[src/design/bud_pkg.sv]
`timescale 1ns / 1ps
`default_nettype none
package bud_pkg;

  // Generator constants
  localparam logic [63:0] GOLDEN_STEP = 64'h9E3779B97F4A7C15;
  localparam logic [63:0] MIX_MUL_A   = 64'hBF58476D1CE4E5B9;
  localparam logic [63:0] MIX_MUL_B   = 64'h94D049BB133111EB;
  localparam int unsigned MIX_SHIFT_1 = 30;
  localparam int unsigned MIX_SHIFT_2 = 27;
  localparam int unsigned MIX_SHIFT_3 = 31;

  // Job queue geometry
  localparam int unsigned Q_DEPTH = 2;
  localparam int unsigned Q_PTR_W = 1;
  localparam int unsigned Q_CNT_W = 2;

  // Remainder unit: one dividend bit per cycle
  localparam int unsigned MOD_STEPS = 64;
  localparam int unsigned MOD_CNT_W = 6;

  typedef struct packed {
    logic [31:0] range_low;
    logic [31:0] range_high;
    logic        context_ok;
  } req_t;

  typedef struct packed {
    logic        accepted;
    logic [31:0] drawn_value;
    logic [63:0] raw_sample;
    logic [32:0] range_size;
    logic [63:0] ordinal_out;
  } rsp_t;

  // Classified request handed from front to back
  typedef struct packed {
    logic        refused;
    logic [31:0] range_low;
    logic [32:0] bound;
  } job_t;

  typedef enum logic [2:0] {
    ST_IDLE,
    ST_THR,
    ST_GEN,
    ST_MUL,
    ST_MIX,
    ST_CHECK,
    ST_RED,
    ST_DONE
  } state_t;

endpackage
`default_nettype wire

[src/design/bud_front.sv]
`timescale 1ns / 1ps
`default_nettype none
module bud_front (
  input  wire logic          req_valid,
  output logic               req_stall,
  input  wire bud_pkg::req_t req,
  input  wire logic          q_full,
  output logic               push,
  output bud_pkg::job_t      job
);
  import bud_pkg::*;

  // Hold the requester while the queue has no room
  assign req_stall = q_full;
  assign push      = req_valid && !q_full;

  // Classify the request and form the bound
  always_comb begin
    job.refused   = (req.range_low > req.range_high) || !req.context_ok;
    job.range_low = req.range_low;
    job.bound     = {1'b0, req.range_high} - {1'b0, req.range_low} + 33'd1;
  end

endmodule
`default_nettype wire

[src/design/bud_queue.sv]
`timescale 1ns / 1ps
`default_nettype none
module bud_queue (
  input  wire logic          clk,
  input  wire logic          rst,
  input  wire logic          push,
  input  wire bud_pkg::job_t push_job,
  input  wire logic          pop,
  output logic               full,
  output logic               not_empty,
  output bud_pkg::job_t      head
);
  import bud_pkg::*;

  job_t                 entries [Q_DEPTH];
  logic [Q_PTR_W-1:0]   wr_ptr;
  logic [Q_PTR_W-1:0]   rd_ptr;
  logic [Q_CNT_W-1:0]   count;

  assign full      = (count == Q_CNT_W'(Q_DEPTH));
  assign not_empty = (count != '0);
  assign head      = entries[rd_ptr];

  // Advance pointers and occupancy on each transfer
  always_ff @(posedge clk) begin
    if (rst) begin
      wr_ptr <= '0;
      rd_ptr <= '0;
      count  <= '0;
    end else begin
      if (push) wr_ptr <= wr_ptr + 1'b1;
      if (pop)  rd_ptr <= rd_ptr + 1'b1;
      if (push && !pop)      count <= count + 1'b1;
      else if (pop && !push) count <= count - 1'b1;
    end
  end

  // Store the pushed job
  always_ff @(posedge clk) begin
    if (push) entries[wr_ptr] <= push_job;
  end

endmodule
`default_nettype wire

[src/design/bud_mod.sv]
`timescale 1ns / 1ps
`default_nettype none
module bud_mod (
  input  wire logic          clk,
  input  wire logic          rst,
  input  wire logic          start,
  input  wire logic [63:0]   dividend,
  input  wire logic [32:0]   divisor,
  output logic               done,
  output logic [32:0]        rem
);
  import bud_pkg::*;

  logic [63:0]          dvd;
  logic [32:0]          dsr;
  logic [MOD_CNT_W-1:0] cnt;
  logic                 busy;
  logic [33:0]          trial;

  // Bring down the next dividend bit
  assign trial = {rem, dvd[63]};

  // Control: count the steps, pulse done after the last
  always_ff @(posedge clk) begin
    if (rst) begin
      busy <= 1'b0;
      done <= 1'b0;
      cnt  <= '0;
    end else begin
      done <= 1'b0;
      if (start) begin
        busy <= 1'b1;
        cnt  <= '0;
      end else if (busy) begin
        cnt <= cnt + 1'b1;
        if (cnt == MOD_CNT_W'(MOD_STEPS - 1)) begin
          busy <= 1'b0;
          done <= 1'b1;
        end
      end
    end
  end

  // Restoring remainder step
  always_ff @(posedge clk) begin
    if (start) begin
      dvd <= dividend;
      dsr <= divisor;
      rem <= '0;
    end else if (busy) begin
      dvd <= {dvd[62:0], 1'b0};
      if (trial >= {1'b0, dsr}) rem <= 33'(trial - {1'b0, dsr});
      else                      rem <= trial[32:0];
    end
  end

endmodule
`default_nettype wire

[src/design/bud_back.sv]
`timescale 1ns / 1ps
`default_nettype none
module bud_back (
  input  wire logic          clk,
  input  wire logic          rst,
  input  wire logic          q_not_empty,
  input  wire bud_pkg::job_t q_head,
  output logic               pop,
  input  wire logic          seed_load,
  input  wire logic [63:0]   seed,
  output logic               idle,
  output logic               rsp_valid,
  input  wire logic          rsp_stall,
  output bud_pkg::rsp_t      rsp
);
  import bud_pkg::*;

  state_t       state;
  state_t       state_next;
  logic [63:0]  gen_state;
  logic [63:0]  call_count;
  logic [31:0]  range_low;
  logic [32:0]  bound;
  logic [32:0]  threshold;
  logic [63:0]  x;
  logic [63:0]  acc;
  logic [63:0]  prod;
  logic [1:0]   phase;
  logic         sel_b;
  logic [63:0]  raw;
  logic [31:0]  drawn;
  logic         refused;

  logic         refuse_now;
  logic         mod_start;
  logic [63:0]  mod_dividend;
  logic [32:0]  mod_divisor;
  logic         mod_done;
  logic [32:0]  mod_rem;
  logic         ld_out;
  logic [63:0]  mul_k;
  logic [31:0]  mul_a;
  logic [31:0]  mul_b;
  logic [63:0]  gen_sum;

  assign refuse_now = q_head.refused || (call_count == '0);
  assign gen_sum    = gen_state + GOLDEN_STEP;
  assign mul_k      = sel_b ? MIX_MUL_B : MIX_MUL_A;

  bud_mod u_mod (
    .clk      (clk),
    .rst      (rst),
    .start    (mod_start),
    .dividend (mod_dividend),
    .divisor  (mod_divisor),
    .done     (mod_done),
    .rem      (mod_rem)
  );

  // Next state
  always_comb begin
    state_next = state;
    case (state)
      ST_IDLE:  if (q_not_empty) state_next = refuse_now ? ST_DONE : ST_THR;
      ST_THR:   if (mod_done) state_next = ST_GEN;
      ST_GEN:   state_next = ST_MUL;
      ST_MUL:   if (phase == 2'd3) state_next = ST_MIX;
      ST_MIX:   state_next = sel_b ? ST_CHECK : ST_MUL;
      ST_CHECK: state_next = (raw < {31'd0, threshold}) ? ST_GEN : ST_RED;
      ST_RED:   if (mod_done) state_next = ST_DONE;
      ST_DONE:  if (ld_out) state_next = ST_IDLE;
      default:  state_next = ST_IDLE;
    endcase
  end

  // Control outputs
  always_comb begin
    pop          = 1'b0;
    mod_start    = 1'b0;
    mod_dividend = raw;
    mod_divisor  = bound;
    ld_out       = 1'b0;
    case (state)
      ST_IDLE: begin
        pop          = q_not_empty;
        mod_start    = q_not_empty && !refuse_now;
        mod_dividend = 64'd0 - {31'd0, q_head.bound};
        mod_divisor  = q_head.bound;
      end
      ST_CHECK: begin
        mod_start = !(raw < {31'd0, threshold});
      end
      ST_DONE: begin
        ld_out = !rsp_valid || !rsp_stall;
      end
      default: begin
        pop = 1'b0;
      end
    endcase
  end

  assign idle = (state == ST_IDLE);

  // Select 32-bit partial product operands
  always_comb begin
    case (phase)
      2'd0:    begin mul_a = x[31:0];  mul_b = mul_k[31:0];  end
      2'd1:    begin mul_a = x[63:32]; mul_b = mul_k[31:0];  end
      2'd2:    begin mul_a = x[31:0];  mul_b = mul_k[63:32]; end
      default: begin mul_a = '0;       mul_b = '0;           end
    endcase
  end

  // Control registers
  always_ff @(posedge clk) begin
    if (rst) begin
      state      <= ST_IDLE;
      gen_state  <= '0;
      call_count <= 64'd1;
      rsp_valid  <= 1'b0;
    end else begin
      state <= state_next;
      if (seed_load) begin
        gen_state  <= seed;
        call_count <= 64'd1;
      end else begin
        if (state == ST_GEN) gen_state <= gen_sum;
        if (ld_out && !refused) call_count <= call_count + 64'd1;
      end
      if (ld_out)          rsp_valid <= 1'b1;
      else if (!rsp_stall) rsp_valid <= 1'b0;
    end
  end

  // Datapath registers
  always_ff @(posedge clk) begin
    case (state)
      ST_IDLE: begin
        range_low <= q_head.range_low;
        bound     <= q_head.bound;
        refused   <= refuse_now;
      end
      ST_THR: begin
        if (mod_done) threshold <= mod_rem;
      end
      ST_GEN: begin
        x     <= gen_sum ^ (gen_sum >> MIX_SHIFT_1);
        sel_b <= 1'b0;
        phase <= 2'd0;
      end
      ST_MUL: begin
        prod  <= {32'd0, mul_a} * {32'd0, mul_b};
        phase <= phase + 2'd1;
        case (phase)
          2'd0:    acc <= acc;
          2'd1:    acc <= prod;
          default: acc <= acc + {prod[31:0], 32'd0};
        endcase
      end
      ST_MIX: begin
        if (sel_b) begin
          raw <= acc ^ (acc >> MIX_SHIFT_3);
        end else begin
          x     <= acc ^ (acc >> MIX_SHIFT_2);
          sel_b <= 1'b1;
          phase <= 2'd0;
        end
      end
      ST_RED: begin
        if (mod_done) drawn <= range_low + mod_rem[31:0];
      end
      default: begin
        phase <= phase;
      end
    endcase
    // Load the response register
    if (ld_out) begin
      rsp.accepted    <= !refused;
      rsp.drawn_value <= refused ? 32'd0 : drawn;
      rsp.raw_sample  <= refused ? 64'd0 : raw;
      rsp.range_size  <= refused ? 33'd0 : bound;
      rsp.ordinal_out <= refused ? 64'd0 : call_count;
    end
  end

endmodule
`default_nettype wire

[src/design/bounded_uniform_splitmix_draw_unit.sv]
// Bounded uniform draw unit.
// Request channel (req_valid/req_stall, req): inclusive range and context flag.
// Response channel (rsp_valid/rsp_stall, rsp): one response per request, in order.
// Seed channel (cfg_valid/cfg_ready, seed): loads the generator state and sets
// the call ordinal to 1; cfg_ready is high only when no request is in flight.
// A front stage classifies requests into a two-entry queue; the back end runs
// one request at a time through a shared one-bit-per-cycle remainder unit and
// a shared 32x32 multiplier.
// A refused request goes straight to its response. An accepted one makes two
// 64-step remainder passes (threshold, then reduction) around D >= 1 generator
// draws. The back end starts a request only once the last is done; the queue
// takes up to two more.
// Reset: generator state 0, ordinal 1, queue and response register empty.
// While rsp_stall is high the response holds and the back end finishes its
// current request, then waits; req_stall rises once the queue is full.
`timescale 1ns / 1ps
`default_nettype none
module bounded_uniform_splitmix_draw_unit (
  input  wire logic          clk,
  input  wire logic          rst,
  input  wire logic          req_valid,
  output logic               req_stall,
  input  wire bud_pkg::req_t req,
  output logic               rsp_valid,
  input  wire logic          rsp_stall,
  output bud_pkg::rsp_t      rsp,
  input  wire logic          cfg_valid,
  output logic               cfg_ready,
  input  wire logic [63:0]   seed
);
  import bud_pkg::*;

  logic  push;
  job_t  push_job;
  logic  q_full;
  logic  q_not_empty;
  job_t  q_head;
  logic  pop;
  logic  back_idle;

  bud_front u_front (
    .req_valid (req_valid),
    .req_stall (req_stall),
    .req       (req),
    .q_full    (q_full),
    .push      (push),
    .job       (push_job)
  );

  bud_queue u_queue (
    .clk       (clk),
    .rst       (rst),
    .push      (push),
    .push_job  (push_job),
    .pop       (pop),
    .full      (q_full),
    .not_empty (q_not_empty),
    .head      (q_head)
  );

  bud_back u_back (
    .clk         (clk),
    .rst         (rst),
    .q_not_empty (q_not_empty),
    .q_head      (q_head),
    .pop         (pop),
    .seed_load   (cfg_valid && cfg_ready),
    .seed        (seed),
    .idle        (back_idle),
    .rsp_valid   (rsp_valid),
    .rsp_stall   (rsp_stall),
    .rsp         (rsp)
  );

  // Take a seed only with nothing in flight
  assign cfg_ready = back_idle && !q_not_empty && !rsp_valid;

endmodule
`default_nettype wire

[config.mk]
export PLATFORM = sky130hd
export DESIGN_NAME = bounded_uniform_splitmix_draw_unit
export DESIGN_NICKNAME = d
export VERILOG_FILES = /design/src/design/bud_pkg.sv /design/src/design/bud_front.sv /design/src/design/bud_queue.sv /design/src/design/bud_mod.sv /design/src/design/bud_back.sv /design/src/design/bounded_uniform_splitmix_draw_unit.sv
export SDC_FILE = /design/constraint.sdc
export NUM_CORES = 2
export LEC_CHECK = 0
export ABC_CLOCK_PERIOD_IN_PS = 14600
export BUFFER_PORTS_ARGS = -buffer_cell sky130_fd_sc_hd__clkbuf_2
export CORE_MARGIN = 2
export CORE_UTILIZATION = 55
export DETAILED_ROUTE_END_ITERATION = 16
export HOLD_SLACK_MARGIN = 0.12
export PLACE_DENSITY = 0.72
export SYNTH_ARGS = -nofsm -noshare
export SYNTH_HDL_FRONTEND = slang
export SYNTH_SLANG_ARGS = --single-unit
[constraint.sdc]
create_clock -name clk -period 14.6 [get_ports clk]
set_input_delay 0.73 -clock clk [delete_from_list [all_inputs] [get_ports clk]]
set_output_delay 0.73 -clock clk [all_outputs]
set_load 0.01 [all_outputs]
### Yosys cells after proc, flatten, opt, wreduce, memory -nomap -nowiden

Memories as Yosys holds them, arrays and structs flattened. A register that Yosys moved wholly into a read port is not among the register bits.
Cells that the tools add are included.
Widths: inputs -> output; s select.

* register bits after elaboration: 858
* memory bits (writable): 132
* output and inout port bits: 197
* memories kept: 1

* add/sub/neg operators: 14
* $mul: 1
* $lt $le $gt $ge: 3
* equal/unequal tests: 19
* muxes and demuxes: 40
* bitwise gates (word level): 5
* reduce and logical (&&, ||, !) cells: 42

Memory list
* u_queue.entries: words 2, width 66, rd ports 1, clocked after memory_dff 1, wr ports 1, line bud_queue.sv:15 `job_t entries [Q_DEPTH];`

Operator list (number)
* $mux 64: 6
* $pmux 64 s2: 2
* $pmux 32 s2: 2
* $mux 33: 2
* $add 64x1->64 const B: 1
* $add 64x64->64: 1
* $add 64x64->64 const B: 1
* $logic_not 64->1: 1
* $lt 64x33->1: 1
* $mul 32x32->64: 1
* $xor 64x33->64: 1
* $xor 64x34->64: 1
* $xor 64x37->64: 1
* $mux 62: 1
* $ge 34x33->1: 1
* $sub 1x33->34 const A: 1
* $add 33x1->33 const B: 1
* $sub 32x32->33: 1
* $sub 33x33->33: 1
* $add 32x32->32: 1
* $gt 32x32->1: 1
* $mux 3: 8
* $pmux 3 s8: 1
* $eq 3x3->1 const B: 4
* 27 further kinds: 82

### Depth between registers and ports, before layout

* depth in word-level cells: 7
* mapped depth: 39
* gate-level depth less buffers: 34

### Modules after synthesis

Synthesis repeated with hierarchy kept, for this count alone.

* cells, all modules: 7601
* area total of the unflattened synthesis: 79607.6 um^2

By module, submodules not included
* bud_back: instances 1, cells an instance 6169, area each 63427.1 um^2, seq. area each 19849.0 um^2
* bud_mod: instances 1, cells an instance 708, area each 7623.6 um^2, seq. area each 3733.6 um^2
* bud_queue: instances 1, cells an instance 227, area each 4983.5 um^2, seq. area each 4063.9 um^2
* bud_front: instances 1, cells an instance 495, area each 3553.4 um^2, seq. area each 0.0 um^2
* bounded_uniform_splitmix_draw_unit: instances 1, cells an instance 2, area each 20.0 um^2, seq. area each 0.0 um^2

### Worst setup path before layout

Ideal clock, no wire load.

* path type: register to register
* start: reg u_back.state[0]
* end: reg, netlist name u_back.rsp[0]
* arrival time: 10.168 ns
* required time: 13.788 ns
* setup slack: 3.620 ns
* stages on the path, launching flop included: 5
* buffers on the path: 2
* clock period less this slack: 10.980 ns
* path through: dfxtp_1 > buf_2 > clkbuf_1 > nand3_1 > a21oi_1

* cells in the longest elaborated chain, start to end: 2

Ends and longest elaborated chain
* start: declaration: line bud_back.sv:18 `state_t state;`
* start signal: assignment: line bud_back.sv:122 `state <= state_next;`
* $eq 3x3->1: line bud_back.sv:83 `case (state)`
* $mux 1: line bud_back.sv:83
* net u_back.ld_out: line bud_back.sv:40 `logic ld_out;`

The timed path passes the listed nets, and every way through them passes these cells.
A chain may end at the register's enable or synchronous reset.

### Final worst setup path

* start: reg u_back.phase[1]
* end: reg u_back.prod[61] (data pin)

* cells in the longest elaborated chain, start to end: 4
* elaborated cells between the ends (all ways): 8
* classes of those cells: mul: 1; eq/ne: 2; mux: 2; reduce/logical: 3

Ends and longest elaborated chain
* start: declaration: line bud_back.sv:28 `logic [1:0] phase;`
* start signal: assignment: line bud_back.sv:153 `phase <= phase + 2'd1;`
* start signal: assignment: line bud_back.sv:173 `phase <= phase;`
* $eq 2x2->1 (tied with other cells): line bud_back.sv:106 `case (phase)`
* $reduce_or 2->1 (no line)
* $pmux 32 s2: line bud_back.sv:106
* $mul 32x32->64 (*): line bud_back.sv:152 `prod <= {32'd0, mul_a} * {32'd0, mul_b};`
* end signal: assignment: line bud_back.sv:152
* end: declaration: line bud_back.sv:27 `logic [63:0] prod;`

Mark *: on every way between the ends. The rest lies on a longest branch, timed or not.

==> reports/qor.txt <==
Status - finished with violations
Failing checks - max-slew violations
Post-CTS setup repair buffer count - 0
Largest net degree at the start of global routing - 194
Drt initial violations - 7,013
Hold Path Sink - u_queue.entries[1][52]
Initial core utilization - 55.6%
Vias - 57,000
Placer Congestion - 1.07
CTS clk-pin slew, worst paths - 70 ps
Synthesized Nets - 8,891
Vias in the first global route - 56,200
WP data arrival - 11,390 ps
Residual DRC count - 0
Critical path capture point type - flop
I/O pin total - 331
Clk sinks - 991
Hold path start - req[52]
DRT Pass-1 Iters - 6
Asr flop ratio synth - 0%
FF-to-FF setup slack - 3690 ps
Dominant cell type by area after synthesis - edfxtp_1
Top cell type's share of synthesized area - 30.1%
Vias per cell - 5.95
Worst reg2reg startpoint - u_back.phase[1]
Setup violators final - 0
Seq/Total Area, Yosys - 35.5%
Bufs on Longest Clock Path - 3
Netlist cell types - 90
Reg2reg end - u_back.prod[61]
Remaining antenna violation count - 0
Worst Path Buf+Inv - 5
Min Tclk post-route - 10,910 ps
Synth cell count leaders - inv_1, fa_1, edfxtp_1
Layout cells sized above 1 - 9.57%
Actual slew at the worst max-slew pin - 1520 ps
Count leader, synth - inv_1
# rows - 137
Worst skew pair latency - 760 ps
Slew Limit Fails - 7
Die W - 380 um
Hpwl dp - 211 mm
CTS root buf - clkbuf_16
Critical-path top delay cell - nor2_1
Post-synth EDFFs - 780
Synth area leaders - edfxtp_1, fa_1, ha_1, dfxtp_1, inv_1
TritonCTS clock tree - done
CTS Buf Count - 100
Synth warn - 0
Input/output buffers - 330
Startpoint Class - flop
Max Fclk - 91.6 MHz
Top FF cell, synth - edfxtp_1
Area Overhead vs Synth - 9.27%
Crit-path max cell delay - 730 ps
Clock Skews - 102 ps
Core area - 140,000 um^2
Routed WL - 259 mm
Hold Path Stages - 1
Tightest Hold Check Type - in2reg
Cell Area, Synth - 77,800 um^2
GRT Util Overall - 35.7%
Most used cell, CP - fa_1
Crit Path Class - reg2reg
Hold Vio Cnt, Final - 0
Htree depth - 3
Crit path max-delay family - adder cells
FF+latch count, synth - 991
Worst EP required - 15,080 ps
Crit. Startpoint - u_back.phase[1]
Mapped Avg Cell Area - 10.6 um^2
Unrepaired setup endpoints after global routing - no
R2r worst-path depth - 29
Syn Inst Count - 7,366
Antenna violations before repair - 19
Grt total ovfl - 0
WP depth - 29
Final period utilization - 74.7%
Post-cts sizing count - 0
First-pass GRT wire length - 377 mm
Max-slew headroom - -1.10%
Die Area - 144,000 um^2
Max_cap viols - 0
# nets final - 9,136
Routed wire length per instance - 27.1 um
Setup TNS - 0 ps
Fillers - 11,700
Hold-fix buffers, CTS - 0
Die height - 380 um
CP Max Fanout - 62
## per-layer routing
metal | GRT usage, % | part of all wire (%) | vias up
met2 | 52.0 | 42 | 3143
met3 | 10.9 | 12 | 477
li1 | - | - | 25000
met4 | 11.9 | 4.1 | 16
met5 | 0 | 0.052 | -
met1 | 51.0 | 41 | 28400
## kinds of logic after synthesis
family                     after synthesis  share of synthesized area (%)
AOI/OAI and AO/OA                     1166                           9.33
xor gates and xnor gates               402                           4.55
adders and majority gates             1391                           30.4
buffers and inverters                 1373                           6.65
DFF                                    991                           35.5
muxes                                  125                           1.72
and+or+nand+nor                       1918                           11.8
## cells in the final DEF, fill, tap and decap left out, types with 22 or more instances in the layout
cell	n
mux2_2	66
mux2i_1	59
clkbuf_1	22
nand2_1	483
edfxtp_1	780
fa_1	835
a22oi_1	50
o21a_1	41
nor3_1	62
o21ai_0	294
a21oi_1	376
nand3_1	73
inv_1	1107
xor2_1	202
nand4_1	61
xnor2_1	199
or3_1	41
nor2b_1	224
clkbuf_16	102
a221oi_1	23
a31oi_1	39
nand2b_1	66
dfxtp_1	209
and3_1	52
nor2_1	623
buf_4	70
a211oi_1	48
or2_2	51
nor4_1	32
ha_1	553
and2_1	83
clkbuf_2	329
a21o_1	105
## metrics by stage
step	util, %	cells	worst slack, ps	hold WS [ps]	instance area, um^2
5_1_grt	60.7	9574	3310	173	85000
3_3_place_gp	58.2	9380	3700	452	81500
4_1_cts	60.7	9574	3870	151	85000
3_5_place_dp	58.3	9385	3870	457	81500
6_report	60.8	9578	3690	189	85000
2_1_floorplan	-	7366	3620	430	77800
## registers in the layout, summed over array words and instances, names as in the netlist, 33 cells and up, named ones only
register and flops:
u_back.gen_state 64, u_back.u_mod.dsr 33, u_back.x 64, u_back.call_count 64
u_back.raw 64, u_back.u_mod.rem 33, u_back.rsp 194, u_queue.entries 132
u_back.bound 33, u_back.prod 64, u_back.u_mod.dvd 64, u_back.threshold 33
u_back.acc 64
## layout make-up
class / count / area, um^2 / area share [%]
diodes: 4 / 10.0 / 0.0118
clock buffers: 135 / 2790 / 3.28
clock inverters: 54 / 649 / 0.764
inverters: 1110 / 4170 / 4.90
multi-input cells: 5002 / 45100 / 53.1
flip-flops and latches: 991 / 27700 / 32.5
well taps: 1876 / 2350 / 2.76
repair buffers: 406 / 2270 / 2.67
## how the worst max path moves through the flow
stage	slack, ps	endpoint
after floorplan	3620	u_back.rsp[0]
after global placement	3700	u_back.prod[61]
after detailed placement	3870	u_back.prod[47]
after CTS	3870	u_back.prod[47]
after global routing	3310	u_back.prod[47]
final	3690	u_back.prod[61]
Power is not shown: default switching activity piles up to over one toggle a cycle in this logic, so the estimate is an artifact.
